**src/fixed_point_alu_q24_8_assert.svh**
```systemverilog
// Assertion macros for the Q24.8 fixed-point ALU.
// Depends on nothing; included by the top level, which carries the checks.
`ifndef FIXED_POINT_ALU_Q24_8_ASSERT_SVH
`define FIXED_POINT_ALU_Q24_8_ASSERT_SVH
`ifndef SYNTHESIS
`define FPA_ASSERT(lbl, ck, rstn, prop) \
    lbl: assert property (@(posedge ck) disable iff (!rstn) (prop)) \
        else $error("check failed");
`define FPA_ASSERT_IMP(lbl, ck, rstn, ante, cons) \
    lbl: assert property (@(posedge ck) disable iff (!rstn) (ante) |-> (cons)) \
        else $error("check failed");
`else
`define FPA_ASSERT(lbl, ck, rstn, prop)
`define FPA_ASSERT_IMP(lbl, ck, rstn, ante, cons)
`endif
`endif

```
**src/fpa_pkg.sv**
```systemverilog
// Types, constants and operation codes for the Q24.8 fixed-point ALU.
// Depends on nothing; used by every module of the block.
package fpa_pkg;

    localparam int DATA_W     = 32;
    localparam int FRAC_BITS  = 8;
    // product bits that matter for the wrapped, rounded result
    localparam int PROD_W     = DATA_W + FRAC_BITS;
    // divide numerator |a| * 2^(F+1) + |b|
    localparam int NUM_W      = DATA_W + FRAC_BITS + 2;
    localparam int DIV_STEPS  = 7;
    localparam int DIV_STAGES = (NUM_W + DIV_STEPS - 1) / DIV_STEPS;
    localparam int NUM_PAD_W  = DIV_STAGES * DIV_STEPS;
    localparam int REM_W      = DATA_W + 1;
    localparam int NSTG       = DIV_STAGES + 3;
    localparam logic [PROD_W-1:0] HALF_LSB = PROD_W'(1) << (FRAC_BITS - 1);

    typedef enum logic [3:0] {
        K_ADD      = 4'd0,
        K_SUB      = 4'd1,
        K_MUL      = 4'd2,
        K_DIV      = 4'd3,
        K_MIN      = 4'd4,
        K_MAX      = 4'd5,
        K_INC      = 4'd6,
        K_DEC      = 4'd7,
        K_TO_INT   = 4'd8,
        K_FROM_INT = 4'd9
    } kind_t;

    typedef struct packed {
        logic [3:0]               kind;
        logic signed [DATA_W-1:0] operand_a;
        logic signed [DATA_W-1:0] operand_b;
    } op_req_t;

    typedef struct packed {
        logic signed [DATA_W-1:0] result_value;
        logic                     a_greater;
        logic                     a_less;
        logic                     a_equal;
        logic                     divide_by_zero;
    } res_rsp_t;

    typedef struct packed {
        logic load;
        logic valid;
    } stage_ctl_t;

    typedef struct packed {
        logic [3:0]        kind;
        logic [DATA_W-1:0] simple;
        logic              gt;
        logic              lt;
        logic              eq;
        logic              neg;
        logic [DATA_W-1:0] ma;
        logic [DATA_W-1:0] mb;
    } front_t;

    typedef struct packed {
        logic [3:0]           kind;
        logic [DATA_W-1:0]    simple;
        logic                 gt;
        logic                 lt;
        logic                 eq;
        logic                 neg;
        logic                 dz;
        logic [PROD_W-1:0]    prod;
        logic [REM_W-1:0]     rem;
        logic [REM_W-1:0]     dvs;
        logic [NUM_PAD_W-1:0] num;
    } div_t;

endpackage

```
**src/fpa_mul_init.sv**
```systemverilog
// Multiply stage: magnitude product and set-up of the divide numerator.
// Depends on fpa_pkg.
module fpa_mul_init
    import fpa_pkg::*;
(
    input  logic       clk,
    input  logic       rst_n,
    input  stage_ctl_t ctl,
    input  front_t     fin,
    output logic       valid,
    output div_t       data
);

    logic                   valid_reg;
    div_t                   data_reg;
    div_t                   data_next;
    logic [2*DATA_W-1:0]    prod_full;

    // form the product and the divide operands
    always_comb
    begin
        prod_full        = fin.ma * fin.mb;
        data_next.kind   = fin.kind;
        data_next.simple = fin.simple;
        data_next.gt     = fin.gt;
        data_next.lt     = fin.lt;
        data_next.eq     = fin.eq;
        data_next.neg    = fin.neg;
        data_next.dz     = (fin.kind == K_DIV) && (fin.mb == '0);
        data_next.prod   = prod_full[PROD_W-1:0];
        data_next.rem    = '0;
        data_next.dvs    = {fin.mb, 1'b0};
        data_next.num    = (NUM_PAD_W'(fin.ma) << (FRAC_BITS + 1)) + NUM_PAD_W'(fin.mb);
    end

    // hold the valid bit
    always_ff @(posedge clk or negedge rst_n)
    begin
        if (!rst_n)
            valid_reg <= 1'b0;
        else if (ctl.load)
            valid_reg <= ctl.valid;
    end

    // advance the payload
    always_ff @(posedge clk)
    begin
        if (ctl.load)
            data_reg <= data_next;
    end

    assign valid = valid_reg;
    assign data  = data_reg;

endmodule

```
**config.mk**
```make
export PLATFORM = sky130hd
export DESIGN_NAME = fpa_mul_init
export DESIGN_NICKNAME = d
export VERILOG_FILES = /design/src/fixed_point_alu_q24_8_assert.svh /design/src/fpa_pkg.sv /design/src/fpa_mul_init.sv
export SDC_FILE = /design/constraint.sdc
export NUM_CORES = 2
export LEC_CHECK = 0
export ABC_AREA = 1
export BUFFER_PORTS_ARGS = -buffer_cell sky130_fd_sc_hd__buf_2
export CAP_MARGIN = 40
export CORE_ASPECT_RATIO = 1.5
export CORE_MARGIN = 1
export CORE_UTILIZATION = 45
export CTS_BUF_LIST = sky130_fd_sc_hd__clkbuf_16
export DETAILED_ROUTE_END_ITERATION = 6
export GPL_TIMING_DRIVEN = 0
export MAX_ROUTING_LAYER = met4
export PLACE_DENSITY = 0.64
export SLEW_MARGIN = 20
export SYNTH_ARGS = -nofsm -noshare
export SYNTH_HDL_FRONTEND = slang
export SYNTH_SLANG_ARGS = --single-unit
```
**constraint.sdc**
```tcl
create_clock -name clk -period 0.8 [get_ports clk]
set_input_delay 0 -clock clk [delete_from_list [all_inputs] [get_ports clk]]
set_output_delay 0 -clock clk [all_outputs]
set_load 0.01 [all_outputs]
```
==> impl_metrics.toml <==
[sta]
finalCritPeriodShare_pct = 782.9
finalSetupViolCount = 228
clock.fmax_mhz = 159.7
clock_skew_ns = 0
maxSlewViolCount = 0
finalHoldViolCount = 72
rsz0062_at_grt = "yes"
layout_setup_ws_ns = -5.463
relSlewSlack_pct = 49.02
worst_slew_pin_slew_ns = 0.7646
hold_ws_ns = -0.1555
layout_min_cycle_time_ns = 6.263

[die]
core-area_sq_um = 66620
dieArea_sq_um = 68210
num_io_pins = 298
fp.dieH_um = 319.4
start_util_pct = 45.36
rows = 116
die_w_um = 213.6

[layout]
fin_area_sq_um = 42770
syn_to_final_growth_pct = 41.55
layout.nets = 5185
largest_register_ffs = 146
fillers = 5286
drive_above_1_share_pct = 31.62

[critical_path]
cp.arrival_ns = 6.54
cp_num_buf_inv = 9
max_stage_delay_ns = 0.58
crit_family = "adder cells"
endpoint_kind = "flop"
critPathRequiredTime_ns = 1.07
crit_top_cell = "fa_2"
rr_worst_depth = 1
worstSetupStartpointType = "input port"
r2r_slack_ns = 0.06
cp_slowest_cell = "fa_1"
critical_path_class = "input port to flop"
r2r_end = "valid"
reg2reg_from = "valid"
critPathMaxFanout = 6

[worst_hold_path]
hp-class = "input port to flop"
min_from = "ctl[1]"
min_path_cells = 1
holdPathEnd = "data[36]"

[route]
avgRoutedWirePerCell_um = 24.71
drtIter0Drc = 2135
firstDrtPassIters = 7
drc = 0
viasPerCell = 5.201
antenna_left = 0
wl_mm = 128.3
vias = 27000

[cts]
clkSlewWorstSetupHoldPaths_ns = 0.09
cts.sinks = 147
cts_made_buffers = 17
cts_root_buf = "clkbuf_16"
cts_buffer_depth = 2
htree_levels = 4
clock_latency_ns = 0.51
cts_tree = "done"

[status]
outcome = "finished, violations left"
violations = "negative hold slack, negative setup slack"

[logic_synthesis]
synth-seq-area-share_pct = 14.59
synthXorXnorAreaFrac_pct = 2.261
synthSimpleGateAreaFrac_pct = 14.55
synth_ff_type = "edfxtp_1"
synthMuxAreaShare_pct = 0.03727
synthTopCellsByArea = "fa_1, edfxtp_1, inv_1, nand2_1, ha_1"
synth_top_family_by_area = "adder cells"
synthCells = 3612
synth_compound_area_share_pct = 3.015
yosys.area.top_type_share_pct = 41.41
yosys.area.top_type = "fa_1"
netlist_top_cells_count = "inv_1, nand2_1, fa_1"
syn-cell-area_sq_um = 30220
yosysWarnings = 0
yosysMostFrequentCell = "inv_1"
syn_area_per_cell_sq_um = 8.365
ys_async_sr_fraction_pct = 0.6803
yosys.area_share.adder_pct = 48.32
synth.distinct_cells = 47
synth-edff-count = 146
synth_seq_cells = 147

[grt]
track_usage_pct = 39.10
grt_pass1_vias = 28300
grt_pass1_wl_mm = 180.1
grt_max_degree = 83
antenna_found_initial = 7
grt-ovfl-total = 0

[place]
place_area_sq_um = 34490
dpl.hpwl_mm = 93.40
gp_congestion = 1.041
port_buffers = 260

[job]
maxCapViolations = 0
[placed cells by master, fill, tap and decap left out, types with 19 or more instances in the layout]
master / count
ha_4: 83
nor2_1: 39
inv_1: 996
buf_4: 221
conb_1: 34
a21oi_4: 26
edfxtp_1: 146
clkbuf_16: 82
a21oi_2: 23
buf_6: 122
clkbuf_8: 23
fa_1: 538
inv_2: 115
fa_2: 87
nor2_4: 20
buf_12: 48
a21oi_1: 25
dlygate4sd3_1: 79
ha_1: 83
buf_8: 42
nand3_1: 36
nand2_2: 81
nand2_1: 831
xnor2_1: 19
xor2_1: 46
nand2_4: 39
buf_2: 195
[worst max path at each step]
stage	to	from	cells past startpoint	slack (ns)
finish	data[147]	fin[34]	27	-5.46
global route	data[147]	fin[5]	26	-5.55
CTS	data[147]	fin[28]	27	-5.32
detailed placement	data[147]	fin[16]	24	-7.02
global placement	data[147]	fin[9]	23	-7.05
floorplan	data[147]	fin[2]	25	-5.09
[layer usage]
metal	track usage, %	share of wire (%)	up-vias
met5	-	0	-
met4	35.95	13	0
met3	8.636	8.7	698
met2	62.66	48	1544
met1	39.28	31	13250
li1	-	-	11510
[kinds of logic (layout without fill, tap and decap cells)]
| logic type | Yosys count | in the layout |
|---|---|---|
| adder cells (fa/ha/maj) | 792 | 792 |
| AND/OR/NAND/NOR | 1117 | 1117 |
| buffers and inverters | 1323 | 1976 |
| flip-flops | 147 | 147 |
| other | 1 | 42 |
| AO/OA/AOI/OAI | 153 | 153 |
| XOR/XNOR | 78 | 78 |
| multiplexers | 1 | 1 |
[what timing repair did]
item	CTS	global route
cloned	4	7
endpoints found under the hold margin	159	73
endpoints found under the setup margin	228	230
setup buffers	168	96
hold buffers	82	5
pin swaps	186	246
resized for setup	770	403
[through the flow]
stage | setup slack [ns] | cells | utilization (%) | TNS (ns)
6_report | -5.463 | 5191 | 64.20 | -221.54
5_1_grt | -5.552 | 5190 | 64.20 | -231.48
4_1_cts | -5.320 | 5088 | 61.25 | -240.64
3_5_place_dp | -7.022 | 4802 | 51.78 | -286.39
3_3_place_gp | -7.048 | 4790 | 51.53 | -578.08
2_1_floorplan | -5.093 | 3645 | - | -178.67
[layout make-up]
class	count	area [sq um]	area share (%)
flip-flops and latches	147	4409	10.31
plain buffers	198	3168	7.407
diodes	8	20.02	0.04681
clock buffers	17	425.4	0.9946
inverters	1120	4232	9.894
well taps	885	1107	2.589
multi-input cells	2175	23800	55.64
clock inverters	15	187.7	0.4388
repair buffers	626	5423	12.68
Power is not shown: default switching activity piles up to over one toggle a cycle in this logic, so the estimate is an artifact.
