### src/fixed_point_alu_q24_8_assert.svh
// Assertion macros for the Q24.8 fixed-point ALU.
// Depends on nothing; included by the top level, which carries the checks.
`ifndef FIXED_POINT_ALU_Q24_8_ASSERT_SVH
`define FIXED_POINT_ALU_Q24_8_ASSERT_SVH
`ifndef SYNTHESIS
`define FPA_ASSERT(lbl, ck, rstn, prop) \
    lbl: assert property (@(posedge ck) disable iff (!rstn) (prop)) \
        else $error("check failed");
`define FPA_ASSERT_IMP(lbl, ck, rstn, ante, cons) \
    lbl: assert property (@(posedge ck) disable iff (!rstn) (ante) |-> (cons)) \
        else $error("check failed");
`else
`define FPA_ASSERT(lbl, ck, rstn, prop)
`define FPA_ASSERT_IMP(lbl, ck, rstn, ante, cons)
`endif
`endif

### src/fpa_pkg.sv
// Types, constants and operation codes for the Q24.8 fixed-point ALU.
// Depends on nothing; used by every module of the block.
package fpa_pkg;

    localparam int DATA_W     = 32;
    localparam int FRAC_BITS  = 8;
    // product bits that matter for the wrapped, rounded result
    localparam int PROD_W     = DATA_W + FRAC_BITS;
    // divide numerator |a| * 2^(F+1) + |b|
    localparam int NUM_W      = DATA_W + FRAC_BITS + 2;
    localparam int DIV_STEPS  = 7;
    localparam int DIV_STAGES = (NUM_W + DIV_STEPS - 1) / DIV_STEPS;
    localparam int NUM_PAD_W  = DIV_STAGES * DIV_STEPS;
    localparam int REM_W      = DATA_W + 1;
    localparam int NSTG       = DIV_STAGES + 3;
    localparam logic [PROD_W-1:0] HALF_LSB = PROD_W'(1) << (FRAC_BITS - 1);

    typedef enum logic [3:0] {
        K_ADD      = 4'd0,
        K_SUB      = 4'd1,
        K_MUL      = 4'd2,
        K_DIV      = 4'd3,
        K_MIN      = 4'd4,
        K_MAX      = 4'd5,
        K_INC      = 4'd6,
        K_DEC      = 4'd7,
        K_TO_INT   = 4'd8,
        K_FROM_INT = 4'd9
    } kind_t;

    typedef struct packed {
        logic [3:0]               kind;
        logic signed [DATA_W-1:0] operand_a;
        logic signed [DATA_W-1:0] operand_b;
    } op_req_t;

    typedef struct packed {
        logic signed [DATA_W-1:0] result_value;
        logic                     a_greater;
        logic                     a_less;
        logic                     a_equal;
        logic                     divide_by_zero;
    } res_rsp_t;

    typedef struct packed {
        logic load;
        logic valid;
    } stage_ctl_t;

    typedef struct packed {
        logic [3:0]        kind;
        logic [DATA_W-1:0] simple;
        logic              gt;
        logic              lt;
        logic              eq;
        logic              neg;
        logic [DATA_W-1:0] ma;
        logic [DATA_W-1:0] mb;
    } front_t;

    typedef struct packed {
        logic [3:0]           kind;
        logic [DATA_W-1:0]    simple;
        logic                 gt;
        logic                 lt;
        logic                 eq;
        logic                 neg;
        logic                 dz;
        logic [PROD_W-1:0]    prod;
        logic [REM_W-1:0]     rem;
        logic [REM_W-1:0]     dvs;
        logic [NUM_PAD_W-1:0] num;
    } div_t;

endpackage

### src/fpa_div_stage.sv
// Divide stage: DIV_STEPS restoring division steps; quotient bits shift into num.
// Depends on fpa_pkg.
module fpa_div_stage
    import fpa_pkg::*;
(
    input  logic       clk,
    input  logic       rst_n,
    input  stage_ctl_t ctl,
    input  div_t       din,
    output logic       valid,
    output div_t       data
);

    logic valid_reg;
    div_t data_reg;
    div_t data_next;
    logic [REM_W:0] trial;
    logic           ge;

    // run the division steps, one quotient bit each
    always_comb
    begin
        data_next = din;
        trial     = '0;
        ge        = 1'b0;
        for (int s = 0; s < DIV_STEPS; s++)
        begin
            trial         = {data_next.rem, data_next.num[NUM_PAD_W-1]};
            ge            = (trial >= {1'b0, data_next.dvs});
            if (ge)
                trial = trial - {1'b0, data_next.dvs};
            data_next.rem = trial[REM_W-1:0];
            data_next.num = {data_next.num[NUM_PAD_W-2:0], ge};
        end
    end

    // hold the valid bit
    always_ff @(posedge clk or negedge rst_n)
    begin
        if (!rst_n)
            valid_reg <= 1'b0;
        else if (ctl.load)
            valid_reg <= ctl.valid;
    end

    // advance the payload
    always_ff @(posedge clk)
    begin
        if (ctl.load)
            data_reg <= data_next;
    end

    assign valid = valid_reg;
    assign data  = data_reg;

endmodule

### config.mk
export PLATFORM = sky130hd
export DESIGN_NAME = fpa_div_stage
export DESIGN_NICKNAME = d
export VERILOG_FILES = /design/src/fixed_point_alu_q24_8_assert.svh /design/src/fpa_pkg.sv /design/src/fpa_div_stage.sv
export SDC_FILE = /design/constraint.sdc
export NUM_CORES = 1
export LEC_CHECK = 0
export BUFFER_PORTS_ARGS = -buffer_cell sky130_fd_sc_hd__buf_4
export CAP_MARGIN = 0
export CORE_ASPECT_RATIO = 0.6
export CORE_UTILIZATION = 50
export CTS_BUF_LIST = sky130_fd_sc_hd__clkbuf_8
export DETAILED_ROUTE_END_ITERATION = 16
export GPL_ROUTABILITY_DRIVEN = 0
export PLACE_DENSITY = 0.73
export SYNTH_ARGS = -nofsm -noshare
export SYNTH_HDL_FRONTEND = slang
export SYNTH_SLANG_ARGS = --single-unit
export TNS_END_PERCENT = 30
### constraint.sdc
create_clock -name clk -period 1.8 [get_ports clk]
set_input_delay 0.36 -clock clk [delete_from_list [all_inputs] [get_ports clk]]
set_output_delay 0.36 -clock clk [all_outputs]
set_load 0.03 [all_outputs]
==> summary.txt, run 1 <==
===========================================================================
Category of the worst endpoint                                 sequential cell input
Initial standard-cell utilization of the core                        0.5129
Count of port buffers added during placement                            382
Most used standard cell by instance count after synthesis      sky130_fd_sc_hd__ha_1
Maximum number of pins on one net before global-route repair             49
Register area share after synthesis                                  0.2813
Largest cells by area after synthesis                          sky130_fd_sc_hd__edfxtp_1, sky130_fd_sc_hd__ha_1, sky130_fd_sc_hd__xnor2_1, sky130_fd_sc_hd__a21oi_1, sky130_fd_sc_hd__mux2_2
Dpl cells                                                              4020
Die outline width                                                  261.9 um
Terminating stage of the flow                                  global routing (5_1_grt)
Sink count of the clock tree                                            190
Syn_area_per_cell                                                8.980 um^2
Top cell type's share of synthesized area                            0.2800
Last worst endpoint in the global-route repair_timing          data[107]$_DFFE_PP_/D
H-tree depth                                                              4
Post-synthesis cell type count                                           97
Error message                                                  [ERROR GRT-0232] Routing congestion too high. Check the congestion heatmap in the GUI.
CTS root buf                                                   sky130_fd_sc_hd__clkbuf_8
Post-synth EDFFs                                                        189
Hpwl dp                                                            70780 um
Most frequent cells after synthesis                            sky130_fd_sc_hd__ha_1, sky130_fd_sc_hd__a21oi_1, sky130_fd_sc_hd__edfxtp_1
Outcome                                                        stopped before the end
Largest area contributor in the netlist                        sky130_fd_sc_hd__edfxtp_1
Row cnt                                                                  56
Number of warnings reported in the yosys synthesis log                    0
Register bit total from synthesis                                       190
GRT Overall Usage                                                    0.8578
Post-Syn Nets                                                          2688
Global route overflow                                                   536
Cell count after synthesis                                             2257
Chip height                                                        158.0 um
IO Count                                                                383
Cell area after synthesis                                        20270 um^2
Leading register cell type out of synthesis                    sky130_fd_sc_hd__edfxtp_1
Inserted Clock Buffers                                                   17
Post-synthesis async set-or-reset flop share                       0.005263
Deepest clock path buffer count                                           2
===========================================================================
## stage by stage
step / worst slack (ns) / setup TNS, ns / area, um^2 / util / hold WS [ns]
floorplan: -17.57 / -640.88 / 21190 / - / 0.06441
global placement: -18.97 / -690.61 / 31190 / 0.7893 / 0.1353
detailed placement: -20.02 / -726.07 / 31190 / 0.7893 / 0.1383
CTS: -17.85 / -647.31 / 33690 / 0.8526 / 0.0006725
## kinds of logic after synthesis
kind of cell | Yosys count | synth area share
and+or+nand+nor | 600 | 0.1455
muxes | 121 | 0.06600
buffers and inverters | 190 | 0.03760
xor gates and xnor gates | 192 | 0.08297
AOI/OAI and AO/OA | 726 | 0.2371
DFF | 190 | 0.2813
adders and majority gates | 238 | 0.1495
## routing by layer
| metal | overflow | global-route usage |
|---|---|---|
| met4 | 166 | 0.8827 |
| met1 | 23 | 0.8226 |
| met3 | 33 | 0.7618 |
| met5 | 3 | 0.6582 |
| met2 | 311 | 0.9867 |
## what timing repair did
action                                 in CTS
setup endpoints to repair                  40
resized for setup                         172
endpoints found under the hold margin      54
gates cloned                                7
hold buffers                               54
buffers inserted                           90
pin swaps                                  90
==> run 2: changes to the inputs <==
Settings changed: CORE_ASPECT_RATIO 0.6 to unset, CORE_UTILIZATION 50 to 35, CTS_BUF_LIST sky130_fd_sc_hd__clkbuf_8 to unset, PLACE_DENSITY 0.73 to unset, PLACE_DENSITY_LB_ADDON set to 0.15.
==> run 2 against run 1 <==
Net effect:
- the flow now finishes, with violations (setup timing)
- synthesized cell count stayed put
- area after synthesis unchanged
==> summary.txt, run 2 <==
===========================================================================================
Worst-Skew Late Latency                                                             0.46 ns
Relative slew slack                                                                  0.5485
IO Count                                                                                383
Highest clock frequency the design can meet                                     0.05210 GHz
Data arrival time of the critical path                                             19.40 ns
FILL cells                                                                             4819
Largest area contributor in the netlist                                        sky130_fd_sc_hd__edfxtp_1
Critical path's largest stage delay                                                 0.51 ns
Leading register cell type out of synthesis                                    sky130_fd_sc_hd__edfxtp_1
Chip height                                                                        242.6 um
Commonest cells after routing, fill and taps aside                             sky130_fd_sc_hd__buf_4, sky130_fd_sc_hd__edfxtp_1, sky130_fd_sc_hd__a21oi_1, sky130_fd_sc_hd__nand2_1, sky130_fd_sc_hd__ha_1
Dpl cells                                                                              4292
Kind of start point of the critical path                                         input port
Post-synthesis async set-or-reset flop share                                       0.005263
Inserted Clock Buffers                                                                   17
Worst min-delay path class                                                           in2reg
Cell count after synthesis                                                             2257
Via density                                                                           5.184
Global route overflow                                                                     0
Top cell type's share of synthesized area                                            0.2800
DRC violation count after routing                                                         0
Outcome                                                                        complete, but fails checks
First-pass GRT wire length                                                        121100 um
GRT Overall Usage                                                                    0.2601
Final min period                                                                   19.20 ns
Dpl ws                                                                            -19.31 ns
Antenna violations before repair                                                          3
Total core area                                                                  56820 um^2
Non-filler cells in the finished layout                                                4440
Row cnt                                                                                  87
Most frequent standard cell in the layout excluding fill and tap cells         sky130_fd_sc_hd__buf_4
Finish-stage setup viols                                                                 40
Number of nets in the layout                                                           4102
Max FO, Critical Path                                                                     5
Number of hold violations in the final report                                             0
ANT nets after route                                                                      0
Most frequent cells after synthesis                                            sky130_fd_sc_hd__ha_1, sky130_fd_sc_hd__a21oi_1, sky130_fd_sc_hd__edfxtp_1
Syn_area_per_cell                                                                8.980 um^2
Top cell by count, worst path                                                  sky130_fd_sc_hd__buf_4
Max Transition Viols Final                                                                0
Number of diodes added for antenna fixing                                                 0
DIE AREA                                                                         58870 um^2
Worst setup slack after layout                                                    -17.40 ns
Fin util                                                                             0.6143
Count of port buffers added during placement                                            382
H-tree depth                                                                              4
Layout area overhead                                                                 72.24%
Number of global-route vias before repair                                             23093
Die outline width                                                                  242.6 um
Max stage delay cell, worst path                                               sky130_fd_sc_hd__or4_1
Sink count of the clock tree                                                            190
Capturing element type of the critical path                                        register
Fraction of final layout cells with drive strength greater than 1                    0.5043
CTS root buf                                                                   sky130_fd_sc_hd__clkbuf_16
Wire per inst                                                                      18.07 um
Worst setup skew after layout                                                          0 ns
Total negative slack                                                             -632.02 ns
Initial standard-cell utilization of the core                                        0.3567
Largest cells by area after synthesis                                          sky130_fd_sc_hd__edfxtp_1, sky130_fd_sc_hd__ha_1, sky130_fd_sc_hd__xnor2_1, sky130_fd_sc_hd__a21oi_1, sky130_fd_sc_hd__mux2_2
Most used standard cell by instance count after synthesis                      sky130_fd_sc_hd__ha_1
Register bit total from synthesis                                                       190
Register area share after synthesis                                                  0.2813
Clock slew at reported path FFs                                                     0.10 ns
Violated checks                                                                setup timing
Number of violations of the max-capacitance limit                                         0
Transition time at the pin with the least slew margin                             0.6688 ns
Post-synthesis cell type count                                                           97
CTS tree                                                                               done
Classification of the worst setup path                                               in2reg
Post-synth EDFFs                                                                        189
Cell area after synthesis                                                        20270 um^2
Post-Syn Nets                                                                          2688
Required time at the worst-slack endpoint                                           2.00 ns
Routed wire length                                                                 80230 um
RSZ-0062 raised after global routing                                                    yes
Hpwl dp                                                                            65520 um
Maximum number of pins on one net before global-route repair                             58
Number of warnings reported in the yosys synthesis log                                    0
Drt pass-1 iters                                                                          5
Flip-flop count of the largest register, all copies and words added                     189
Deepest clock path buffer count                                                           2
Crit share post-route                                                                 10.66
Number of design-rule violations left by the first detailed-router iteration           1404
Vias                                                                                  23015
===========================================================================================
-- run 2: cell counts after synthesis --
Identical to the previous run, type by type.
-- run 2: cell type report --
class                           instances  area (um^2)  area share
Clock buffer                           17        425.4     0.01219
Clock inverter                         15        198.9    0.005699
Inverter                              144        680.7     0.01950
Multi-Input combinational cell       1877        15780      0.4519
Sequential cell                       190         5700      0.1633
Tap cell                              756        945.9     0.02710
Timing Repair Buffer                 1436        11140      0.3192
Timing Repair inverter                  5        38.79    0.001111
-- run 2: cell families after synthesis --
family	share of synthesized area
AO/OA/AOI/OAI	0.2371
XOR/XNOR	0.08297
adder cells (fa/ha/maj)	0.1495
buffers and inverters	0.03760
flip-flops	0.2813
multiplexers	0.06600
AND/OR/NAND/NOR	0.1455
-- run 2: per-stage QoR --
stage          hold slack [ns]  instance area, um^2
3_3_place_gp            0.1355                31830
5_1_grt                0.02795                34910
6_report               0.05299                34910
4_1_cts                0.02865                33780
2_1_floorplan          0.06441                21190
3_5_place_dp            0.1385                31830
-- run 2: what timing repair did --
item                       in CTS  in global routing
resized for setup             164                167
setup endpoints to repair      40                 40
pin swaps                      78                 65
setup buffers                  72                 39
hold buffers                    1                  0
cloned                          5                  2
hold endpoints to repair        1                  0
-- run 2: final timing paths --
path	startpoint	end	slack, ns	cells past startpoint
worst max register to register	valid	valid	1.05	1
worst min-delay path	din[150]	data[150]	0.05	1
min in group asynchronous	rst_n	valid	0.21	2
worst min register to register	valid	valid	0.52	1
worst max-delay path	din[73]	data[89]	-17.40	103
max in group asynchronous	rst_n	valid	1.51	2
-- run 2: metal layers --
metal  wire [um]  vias to the layer above  track usage
met2       38410                      699       0.4498
li1            -                    11281            -
met4        2931                        0      0.09471
met1       34930                    10890       0.3328
met5           0                        -            0
met3        3954                      145      0.02908
-- run 2: worst max-delay path, delay by kind of cell --
family | cells | cell delay, ns
buffers and inverters | 30 | 3.97
xor gates and xnor gates | 1 | 0.12
muxes | 5 | 1.40
AOI/OAI and AO/OA | 45 | 8.48
and+or+nand+nor | 15 | 3.15
adders and majority gates | 7 | 1.85
Power of run 2 is not shown: default switching activity piles up to over one toggle a cycle in this logic, so the estimate is an artifact.
