File: config.mk
export PLATFORM = sky130hd
export DESIGN_NAME = fpa_back
export DESIGN_NICKNAME = d
export VERILOG_FILES = /design/src/fixed_point_alu_q24_8_assert.svh /design/src/fpa_pkg.sv /design/src/fpa_back.sv
export SDC_FILE = /design/constraint.sdc
export NUM_CORES = 1
export LEC_CHECK = 0
export ABC_AREA = 0
export BUFFER_PORTS_ARGS = -buffer_cell sky130_fd_sc_hd__buf_2
export CAP_MARGIN = 30
export CELL_PAD_IN_SITES_DETAIL_PLACEMENT = 0
export CELL_PAD_IN_SITES_GLOBAL_PLACEMENT = 1
export CORE_MARGIN = 5
export CORE_UTILIZATION = 34
export CTS_BUF_LIST = sky130_fd_sc_hd__clkbuf_4 sky130_fd_sc_hd__clkbuf_8
export CTS_CLUSTER_DIAMETER = 30
export DETAILED_ROUTE_END_ITERATION = 16
export PLACE_DENSITY_LB_ADDON = 0.1
export REMOVE_ABC_BUFFERS = 1
export SYNTH_ARGS = -nofsm -noshare
export SYNTH_HDL_FRONTEND = slang
export SYNTH_SLANG_ARGS = --single-unit
File: constraint.sdc
create_clock -name clk -period 1.5 [get_ports clk]
set_input_delay 0.15 -clock clk [delete_from_list [all_inputs] [get_ports clk]]
set_output_delay 0.15 -clock clk [all_outputs]
set_load 0.01 [all_outputs]
File: src/fixed_point_alu_q24_8_assert.svh
// Assertion macros for the Q24.8 fixed-point ALU.
// Depends on nothing; included by the top level, which carries the checks.
`ifndef FIXED_POINT_ALU_Q24_8_ASSERT_SVH
`define FIXED_POINT_ALU_Q24_8_ASSERT_SVH
`ifndef SYNTHESIS
`define FPA_ASSERT(lbl, ck, rstn, prop) \
    lbl: assert property (@(posedge ck) disable iff (!rstn) (prop)) \
        else $error("check failed");
`define FPA_ASSERT_IMP(lbl, ck, rstn, ante, cons) \
    lbl: assert property (@(posedge ck) disable iff (!rstn) (ante) |-> (cons)) \
        else $error("check failed");
`else
`define FPA_ASSERT(lbl, ck, rstn, prop)
`define FPA_ASSERT_IMP(lbl, ck, rstn, ante, cons)
`endif
`endif

File: src/fpa_pkg.sv
// Types, constants and operation codes for the Q24.8 fixed-point ALU.
// Depends on nothing; used by every module of the block.
package fpa_pkg;

    localparam int DATA_W     = 32;
    localparam int FRAC_BITS  = 8;
    // product bits that matter for the wrapped, rounded result
    localparam int PROD_W     = DATA_W + FRAC_BITS;
    // divide numerator |a| * 2^(F+1) + |b|
    localparam int NUM_W      = DATA_W + FRAC_BITS + 2;
    localparam int DIV_STEPS  = 7;
    localparam int DIV_STAGES = (NUM_W + DIV_STEPS - 1) / DIV_STEPS;
    localparam int NUM_PAD_W  = DIV_STAGES * DIV_STEPS;
    localparam int REM_W      = DATA_W + 1;
    localparam int NSTG       = DIV_STAGES + 3;
    localparam logic [PROD_W-1:0] HALF_LSB = PROD_W'(1) << (FRAC_BITS - 1);

    typedef enum logic [3:0] {
        K_ADD      = 4'd0,
        K_SUB      = 4'd1,
        K_MUL      = 4'd2,
        K_DIV      = 4'd3,
        K_MIN      = 4'd4,
        K_MAX      = 4'd5,
        K_INC      = 4'd6,
        K_DEC      = 4'd7,
        K_TO_INT   = 4'd8,
        K_FROM_INT = 4'd9
    } kind_t;

    typedef struct packed {
        logic [3:0]               kind;
        logic signed [DATA_W-1:0] operand_a;
        logic signed [DATA_W-1:0] operand_b;
    } op_req_t;

    typedef struct packed {
        logic signed [DATA_W-1:0] result_value;
        logic                     a_greater;
        logic                     a_less;
        logic                     a_equal;
        logic                     divide_by_zero;
    } res_rsp_t;

    typedef struct packed {
        logic load;
        logic valid;
    } stage_ctl_t;

    typedef struct packed {
        logic [3:0]        kind;
        logic [DATA_W-1:0] simple;
        logic              gt;
        logic              lt;
        logic              eq;
        logic              neg;
        logic [DATA_W-1:0] ma;
        logic [DATA_W-1:0] mb;
    } front_t;

    typedef struct packed {
        logic [3:0]           kind;
        logic [DATA_W-1:0]    simple;
        logic                 gt;
        logic                 lt;
        logic                 eq;
        logic                 neg;
        logic                 dz;
        logic [PROD_W-1:0]    prod;
        logic [REM_W-1:0]     rem;
        logic [REM_W-1:0]     dvs;
        logic [NUM_PAD_W-1:0] num;
    } div_t;

endpackage

File: src/fpa_back.sv
// Output stage: rounding, sign and result selection into the output register.
// Depends on fpa_pkg.
module fpa_back
    import fpa_pkg::*;
(
    input  logic       clk,
    input  logic       rst_n,
    input  stage_ctl_t ctl,
    input  div_t       din,
    output logic       valid,
    output res_rsp_t   rsp
);

    logic              valid_reg;
    res_rsp_t          rsp_reg;
    res_rsp_t          rsp_next;
    logic [PROD_W-1:0] rounded;
    logic [DATA_W-1:0] mag;

    // round the product, pick the magnitude and apply the sign
    always_comb
    begin
        rounded = din.prod + HALF_LSB;
        mag     = (din.kind == K_MUL) ? rounded[PROD_W-1:FRAC_BITS] : din.num[DATA_W-1:0];
        rsp_next.a_greater      = din.gt;
        rsp_next.a_less         = din.lt;
        rsp_next.a_equal        = din.eq;
        rsp_next.divide_by_zero = din.dz;
        case (din.kind)
            K_MUL:   rsp_next.result_value = (mag ^ {DATA_W{din.neg}}) + DATA_W'(din.neg);
            K_DIV:
            begin
                if (din.dz)
                    rsp_next.result_value = '0;
                else
                    rsp_next.result_value = (mag ^ {DATA_W{din.neg}}) + DATA_W'(din.neg);
            end
            default: rsp_next.result_value = din.simple;
        endcase
    end

    // hold the valid bit
    always_ff @(posedge clk or negedge rst_n)
    begin
        if (!rst_n)
            valid_reg <= 1'b0;
        else if (ctl.load)
            valid_reg <= ctl.valid;
    end

    // advance the result
    always_ff @(posedge clk)
    begin
        if (ctl.load)
            rsp_reg <= rsp_next;
    end

    assign valid = valid_reg;
    assign rsp   = rsp_reg;

endmodule
==> qor.yml, run 1 <==
initial_core_util: 0.345
grt_util_all_layers: 0.194
hp-class: "in -> reg"
synth_edf_count: 36
vias_per_cell: 5.09
grt_pass1_wl_um: 22900
netlist.top_cell.by_area: "edfxtp_1"
ys_seq_area_frac: 0.282
antenna_found_initial: 0
startpoint_type: "input port"
slowest_stage: "or4_4"
setup_viol: 31
die-area_sq_um: 13800
clockBufferDepth: 2
die_x_um: 117
ir_worst_vdd_mv: 0.509
numClockSinks: 37
cp_num_buf_inv: 2
cts_tree: "built"
worstSetupPathType: "in -> reg"
cp-end-kind: "flop"
place_congestion: 0.900
slew-limit-headroom: 0.724
first_pass_iters: 4
overflow: 0
worst-path-max-fanout: 5
period_share: 2.04
post-place-ws_ps: -2180
die_h_um: 117
fin_crit_ps: 3060
n_antenna_cell: 0
path_clk_slew_ps: 80
drc_errors: 0
antenna_left: 0
dr_total_vias: 4766
avgRoutedWirePerCell_um: 15.0
fmax_mhz: 327
finish.instance_area_sq_um: 6800
drtIter0Drc: 179
power_uw: 3530
grt_max_degree: 35
hold_viol: 0
leakagePower_uw: 0.00294
yosys_most_used_dff: "edfxtp_1"
synthTopCellsByCount: "nand2_1, o21ai_0, xnor2_1"
cellPowerDensity_nw_per_um2: 518
synth.area.top_cells: "edfxtp_1, xnor2_1, nand2_1, o21ai_0, xor2_1"
root_buffer: "clkbuf_8"
avgSynthCellArea_sq_um: 8.05
ys_ff_latch: 37
wl_um: 14000
largest_register_ffs: 36
async_reset_ff_frac: 0.0270
fin_skew_ps: 0
coreArea_sq_um: 11400
worstSkewPairLatency_ps: 290
cp.required_ps: 1540
yosysMostFrequentCell: "nand2_1"
area_growth_syn_to_layout_pct: 73.2
violations: "setup timing"
synth_cell_types: 62
synthCells: 488
cts_buffers: 5
crit_family: "simple AND/OR/NAND/NOR gates"
cp.arrival_ps: 3100
maxCapViolations: 0
slew_violations: 0
slowest_delay_ps: 590
cp_common_cell: "buf_6"
layout-drive-gt1-share: 0.528
layout_setup_ws_ps: -1560
status: "finished, violations left"
htreeDepth: 2
crit_chain: "buf_6, or4b_4, buf_6, a2111o_1, nand2_1, and4b_1, or4_4, nor2_8, nand3_4, or4_1, a32o_1"
portBuffers: 146
tightest_slew_ps: 411
nets: 989
syn_area_sq_um: 3930
placed_area_sq_um: 5910
fp-row-count: 39
dp_hpwl_um: 11300
yosys_warnings: 0
synth_top_cell_area_share: 0.275
grt_pass1_vias: 4788
io_pins: 230
rsz0062_at_grt: "yes"
power by group:
part           leakage, uW  internal (uW)  total [uW]  switching (uW)
Combinational      0.00253            764        1510             749
Clock            0.0000542            415         748             334
Sequential        0.000363           1240        1260            20.5
cells by family (layout without fill, tap and decap cells):
logic type               Yosys count  after routing  synth area share
AO/OA/AOI/OAI                    108            108             0.179
XOR/XNOR                          62             62             0.138
adder cells (fa/ha/maj)            3              3           0.00956
buffers and inverters             32            338            0.0322
flip-flops                        37             37             0.282
multiplexers                      13             13            0.0338
AND/OR/NAND/NOR                  233            233             0.326
path summary, 6_finish.rpt:
path	from	end	slack, ps	depth (start not counted)
worst max-delay path	din[187]	rsp[35]	-1560	11
worst min-delay path	din[150]	rsp[1]	40	1
worst max register to register	valid	valid	760	1
worst min register to register	valid	valid	510	1
max in group asynchronous	rst_n	valid	1260	2
min in group asynchronous	rst_n	valid	150	2
cell usage in the layout (no fill, tap or decap), types with 5 or more instances in the layout:
cell type | Yosys | routed
buf_4 | 0 | 160
buf_2 | 4 | 141
nand2_1 | 83 | 76
edfxtp_1 | 36 | 36
xnor2_1 | 44 | 34
o21ai_1 | 3 | 25
nor2_1 | 26 | 22
o21ai_0 | 45 | 22
nand3_1 | 24 | 20
nand4_1 | 20 | 20
buf_6 | 0 | 19
xor2_1 | 18 | 16
xnor2_2 | 0 | 10
nor3_1 | 11 | 9
nor4_1 | 13 | 9
a21oi_1 | 10 | 8
mux2i_1 | 11 | 7
and2_1 | 7 | 7
clkbuf_8 | 0 | 7
nand2_2 | 0 | 6
o31ai_1 | 8 | 6
inv_1 | 6 | 5
a32o_1 | 5 | 5
routing by layer:
metal | vias up | wire, um | track usage
met5 | - | 0 | 0
met4 | 0 | 195 | 0.0480
met3 | 14 | 645 | 0.0269
met2 | 124 | 6690 | 0.324
met1 | 2182 | 6510 | 0.266
li1 | 2446 | - | -
metrics by stage:
step	util	hold WS, ps	cells	setup TNS [ps]
after floorplan	-	-146	462	-71530
after global placement	0.520	-75.5	903	-48400
after detailed placement	0.520	-73.0	903	-50500
after CTS	0.578	34.3	932	-33690
after global routing	0.598	30.4	937	-36680
final	0.598	36.4	937	-33450
timing repair:
action	in CTS	in global routing
hold endpoints to repair	1	0
buffers inserted	22	5
setup endpoints to repair	32	32
hold buffers	1	0
gates resized for setup	100	40
gates cloned	0	0
pin swaps	56	21
final cells by class:
class | count | area, sq um
Timing Repair Buffer | 324 | 2190
Fill cell | 1060 | 4570
Clock buffer | 7 | 96.3
Multi-Input combinational cell | 419 | 3210
Tap cell | 143 | 179
Clock inverter | 1 | 5.00
Inverter | 6 | 22.5
Sequential cell | 37 | 1110
Note: power is estimated with default switching activity, not from simulation.
==> inputs of run 2 (changes only) <==
==> constraint.sdc (replaced) <==
create_clock -name clk -period 1.5 [get_ports clk]
set_input_delay 0.225 -clock clk [delete_from_list [all_inputs] [get_ports clk]]
set_output_delay 0.225 -clock clk [all_outputs]
set_load 0.01 [all_outputs]
==> run 2 against run 1 <==
Compared with the run above: the flow still finishes with violations (setup timing); first-iteration DRC count grew 35%; worst hold slack gained 67 ps; register-to-register slack is essentially flat; non-clock buffer count grew 13; critical endpoint unchanged; highest routed layer is now met5.
==> qor.yml, run 2 (synthesis gave the netlist of run 1 again) <==
status: "finished, violations left"
violations: "setup timing"
rsz0062_at_grt: "yes"
initial_core_util: 0.345
grt.busiest_layer: "met2"
first_pass_iters: 4
wl_um: 14600
overflow: 0
slowest_delay_ps: 610
numClockSinks: 37
place_congestion: 0.902
fmax_mhz: 319
crit_family: "simple AND/OR/NAND/NOR gates"
fp-row-count: 39
cp_num_buf_inv: 2
use_met1: 0.267
startpoint_type: "input port"
power_uw: 3700
antenna_left: 0
nFillCells: 1031
vias_per_cell: 5.14
placed_area_sq_um: 5920
antenna_found_initial: 1
root_buffer: "clkbuf_8"
worstSkewPairLatency_ps: 290
die_h_um: 117
hp-class: "in -> reg"
hold_viol: 0
cp-end-kind: "flop"
cp.required_ps: 1550
nets: 1002
htreeDepth: 2
grt_pass1_wl_um: 23700
slowest_stage: "or4_4"
slew_violations: 0
multi_input_area_sq_um: 3170
cellPowerDensity_nw_per_um2: 535
avgRoutedWirePerCell_um: 15.3
ir_worst_vdd_mv: 0.573
grt_util_all_layers: 0.202
layout_commonest_cell: "buf_4"
fin_skew_ps: 0
cts_buffers: 5
worstSetupPathType: "in -> reg"
ff_latch_area_sq_um: 1110
startpoint: "din[188]"
worst-path-max-fanout: 6
drtIter0Drc: 241
area_growth_syn_to_layout_pct: 76.0
maxCapViolations: 0
dp_hpwl_um: 11300
final_cell_mix: "buf_4, buf_2, nand2_1"
setup_viol: 32
grt_max_degree: 35
clockBufferDepth: 2
use_met3: 0.0308
use_met2: 0.346
period_share: 2.09
coreArea_sq_um: 11400
dr_total_vias: 4881
slew-limit-headroom: 0.638
grt_pass1_vias: 4966
layout_setup_ws_ps: -1630
leakagePower_uw: 0.00300
fin_crit_ps: 3130
die-area_sq_um: 13800
cts_tree: "built"
finish.instance_area_sq_um: 6910
drc_errors: 0
crit_chain: "buf_6, or4b_4, buf_6, a2111o_1, nand2_1, and4b_1, or4_4, nor2_8, nand3_4, or4_4, a32o_1"
tightest_slew_ps: 538
portBuffers: 146
io_pins: 230
r2r-start: "valid"
fin_util: 0.608
largest_register_ffs: 36
layout-drive-gt1-share: 0.524
path_clk_slew_ps: 80
cp.arrival_ps: 3180
hold_start: "din[150]"
n_antenna_cell: 0
die_x_um: 117
## run 2: per-stage QoR
| step | setup TNS, ps | worst slack (ps) | instances | hold slack, ps |
|---|---|---|---|---|
| after floorplan | -73930 | -3050 | 462 | -70.6 |
| after global placement | -50770 | -2100 | 904 | -0.641 |
| after detailed placement | -52270 | -2200 | 904 | 1.96 |
| after CTS | -37840 | -1600 | 946 | 91.2 |
| after global routing | -41660 | -1700 | 950 | 91.8 |
| final | -38440 | -1630 | 950 | 103 |
## run 2: what timing repair did
item / in CTS / in global routing
hold buffers: 1 / 0
setup buffers: 32 / 8
gates cloned: 1 / 0
gates resized for setup: 98 / 36
endpoints found under the setup margin: 32 / 32
hold endpoints to repair: 1 / 0
pin swaps: 56 / 27
## run 2: final timing paths
kind / endpoint / depth (start not counted) / slack [ps]
setup / recovery: rsp[35] / 11 / -1630
hold / removal: rsp[1] / 1 / 100
setup reg to reg: valid / 1 / 760
hold reg to reg: valid / 1 / 510
max in group asynchronous: valid / 2 / 1190
min in group asynchronous: valid / 2 / 230
## run 2: final cells by class
type | count | area share
multi-input cells | 419 | 0.458
repair buffers | 337 | 0.335
flip-flops and latches | 37 | 0.160
well taps | 143 | 0.0259
clock buffers | 6 | 0.0119
clock inverters | 2 | 0.00543
inverters | 6 | 0.00326
## run 2: per-layer routing
metal | routed length, um | share of wire
met4 | 206 | 0.014
met3 | 666 | 0.046
met5 | 7 | 0.00048
met2 | 7060 | 0.49
met1 | 6620 | 0.45
## run 2: report_power, final
group          internal, uW  switching, uW  total, uW
sequential             1240           20.5       1260
clock                   541            356        896
combinational           780            758       1540
==> inputs of run 3 (changes only) <==
- ABC_CLOCK_PERIOD_IN_PS: unset -> 1500
- PLACE_DENSITY: unset -> 0.95
- PLACE_DENSITY_LB_ADDON: 0.1 -> unset
==> run 3 against run 2 <==
Compared with the run above: the run still ends with setup timing left; non-clock buffer count fell by 14; sequential power barely moved; cell area fell by 0.18%; total power fell by 4.0%; worst hold slack got worse by 2.0 ps; setup slack got worse by 99 ps; utilization fell by 0.11 points; final cell count fell by 1.5%; clock power fell by 23%; die area did not move; largest cell class unchanged.
==> qor.yml, run 3 (synthesis gave the netlist of run 1 again) <==
die_h_um: 117
fin_skew_ps: 0
ir_worst_vdd_mv: 0.539
htreeDepth: 2
drtIter0Drc: 456
place_congestion: 0.896
wl_um: 17100
portBuffers: 146
layout_setup_ws_ps: -1730
hold_path_depth: 1
period_share: 2.15
cp.required_ps: 1560
worstSetupPathDepth: 12
path_clk_slew_ps: 80
die-area_sq_um: 13800
drc_errors: 0
overflow: 0
cellPowerDensity_nw_per_um2: 514
io_pins: 230
hp-class: "in -> reg"
crit_family: "simple AND/OR/NAND/NOR gates"
cp-end-kind: "flop"
die_x_um: 117
dp_cells: 899
tightest_slew_ps: 467
hold_viol: 0
dr_total_vias: 5325
worst-path-max-fanout: 5
multi_input_area_sq_um: 3260
final_cell_mix: "buf_4, buf_2, nand2_1"
n_antenna_cell: 0
initial_core_util: 0.345
cp.arrival_ps: 3290
grt_pass1_vias: 5289
first_pass_iters: 7
cts_tree: "built"
numClockSinks: 37
cts_buffers: 5
cp_num_buf_inv: 2
leakagePower_uw: 0.00298
avgRoutedWirePerCell_um: 18.2
setup_viol: 32
fin_crit_ps: 3230
root_buffer: "clkbuf_8"
largest_register_ffs: 36
layout-drive-gt1-share: 0.531
fin_util: 0.607
nFillCells: 881
crit_chain: "buf_6, or4b_4, buf_6, or3_1, mux2i_1, o21ai_1, and4b_2, nor2_4, nor3b_4, nand3_4, or4_4, a32o_1"
post-place-ws_ps: -2140
rsz0062_at_grt: "yes"
fmax_mhz: 309
antenna_found_initial: 0
area_growth_syn_to_layout_pct: 75.7
worstSetupPathType: "in -> reg"
slowest_delay_ps: 600
status: "finished, violations left"
startpoint_type: "input port"
maxCapViolations: 0
slew-limit-headroom: 0.687
nets: 988
grt_max_degree: 38
coreArea_sq_um: 11400
slew_violations: 0
grt_util_all_layers: 0.215
vias_per_cell: 5.69
layoutNonFillerInstCount: 936
fp-row-count: 39
grt_pass1_wl_um: 25100
cp_common_cell: "buf_6"
r2r_cells: 1
layout_commonest_cell: "buf_4"
clockBufferDepth: 2
slowest_stage: "or4b_4"
antenna_left: 0
dp_hpwl_um: 11800
worstSkewPairLatency_ps: 290
ff_latch_area_sq_um: 1110
violations: "setup timing"
run 3: cell types whose count changed in the layout (fill, tap and decap cells not counted), moves of 3 or more:
cell     change
o21ai_1      +6
buf_4       -19
xnor2_2      +3
buf_6        +6
nor4_2       +3
o21ai_0      -7
run 3: routing by layer:
metal / up-vias / wire, um / global-route usage
li1: 2445 / - / -
met1: 2446 / 6410 / 0.247
met2: 332 / 8300 / 0.382
met3: 102 / 1310 / 0.0365
met4: 0 / 1060 / 0.111
met5: - / 0 / 0
run 3: repair_timing:
item	CTS	global route
hold endpoints to repair	1	0
setup endpoints to repair	32	32
hold buffers	1	0
gates resized for setup	104	65
pin swaps	40	49
buffers inserted	23	13
run 3: stage by stage:
step	setup TNS, ps	hold slack [ps]	area, sq um	total power, uW
3_3_place_gp	-49330	0.302	5880	2520
4_1_cts	-36550	92.0	6550	3400
6_report	-39690	101	6900	3550
5_1_grt	-42460	92.1	6900	3710
3_5_place_dp	-52020	1.40	5880	2570
2_1_floorplan	-73930	-70.6	3820	1830
run 3: layout make-up:
cell class                 instances  share of cell area
timing repair buffer             323               0.325
inverter                           6             0.00326
clock inverter                     3             0.00326
sequential                        37               0.160
clock buffer                       5             0.00997
tap                              143              0.0259
multi-input combinational        419               0.473
run 3: final timing paths:
| path | to | slack, ps | startpoint |
|---|---|---|---|
| max | rsp[35] | -1730 | din[188] |
| min | rsp[2] | 100 | din[151] |
| max reg2reg | valid | 760 | valid |
| min reg2reg | valid | 510 | valid |
| max in group asynchronous | valid | 1190 | rst_n |
| min in group asynchronous | valid | 230 | rst_n |
run 3: power breakdown:
part           internal (uW)  switching [uW]  leakage, uW
Combinational            759             833      0.00258
Clock                    325             367    0.0000364
Sequential              1240            21.2     0.000363
Total                   2330            1220      0.00298
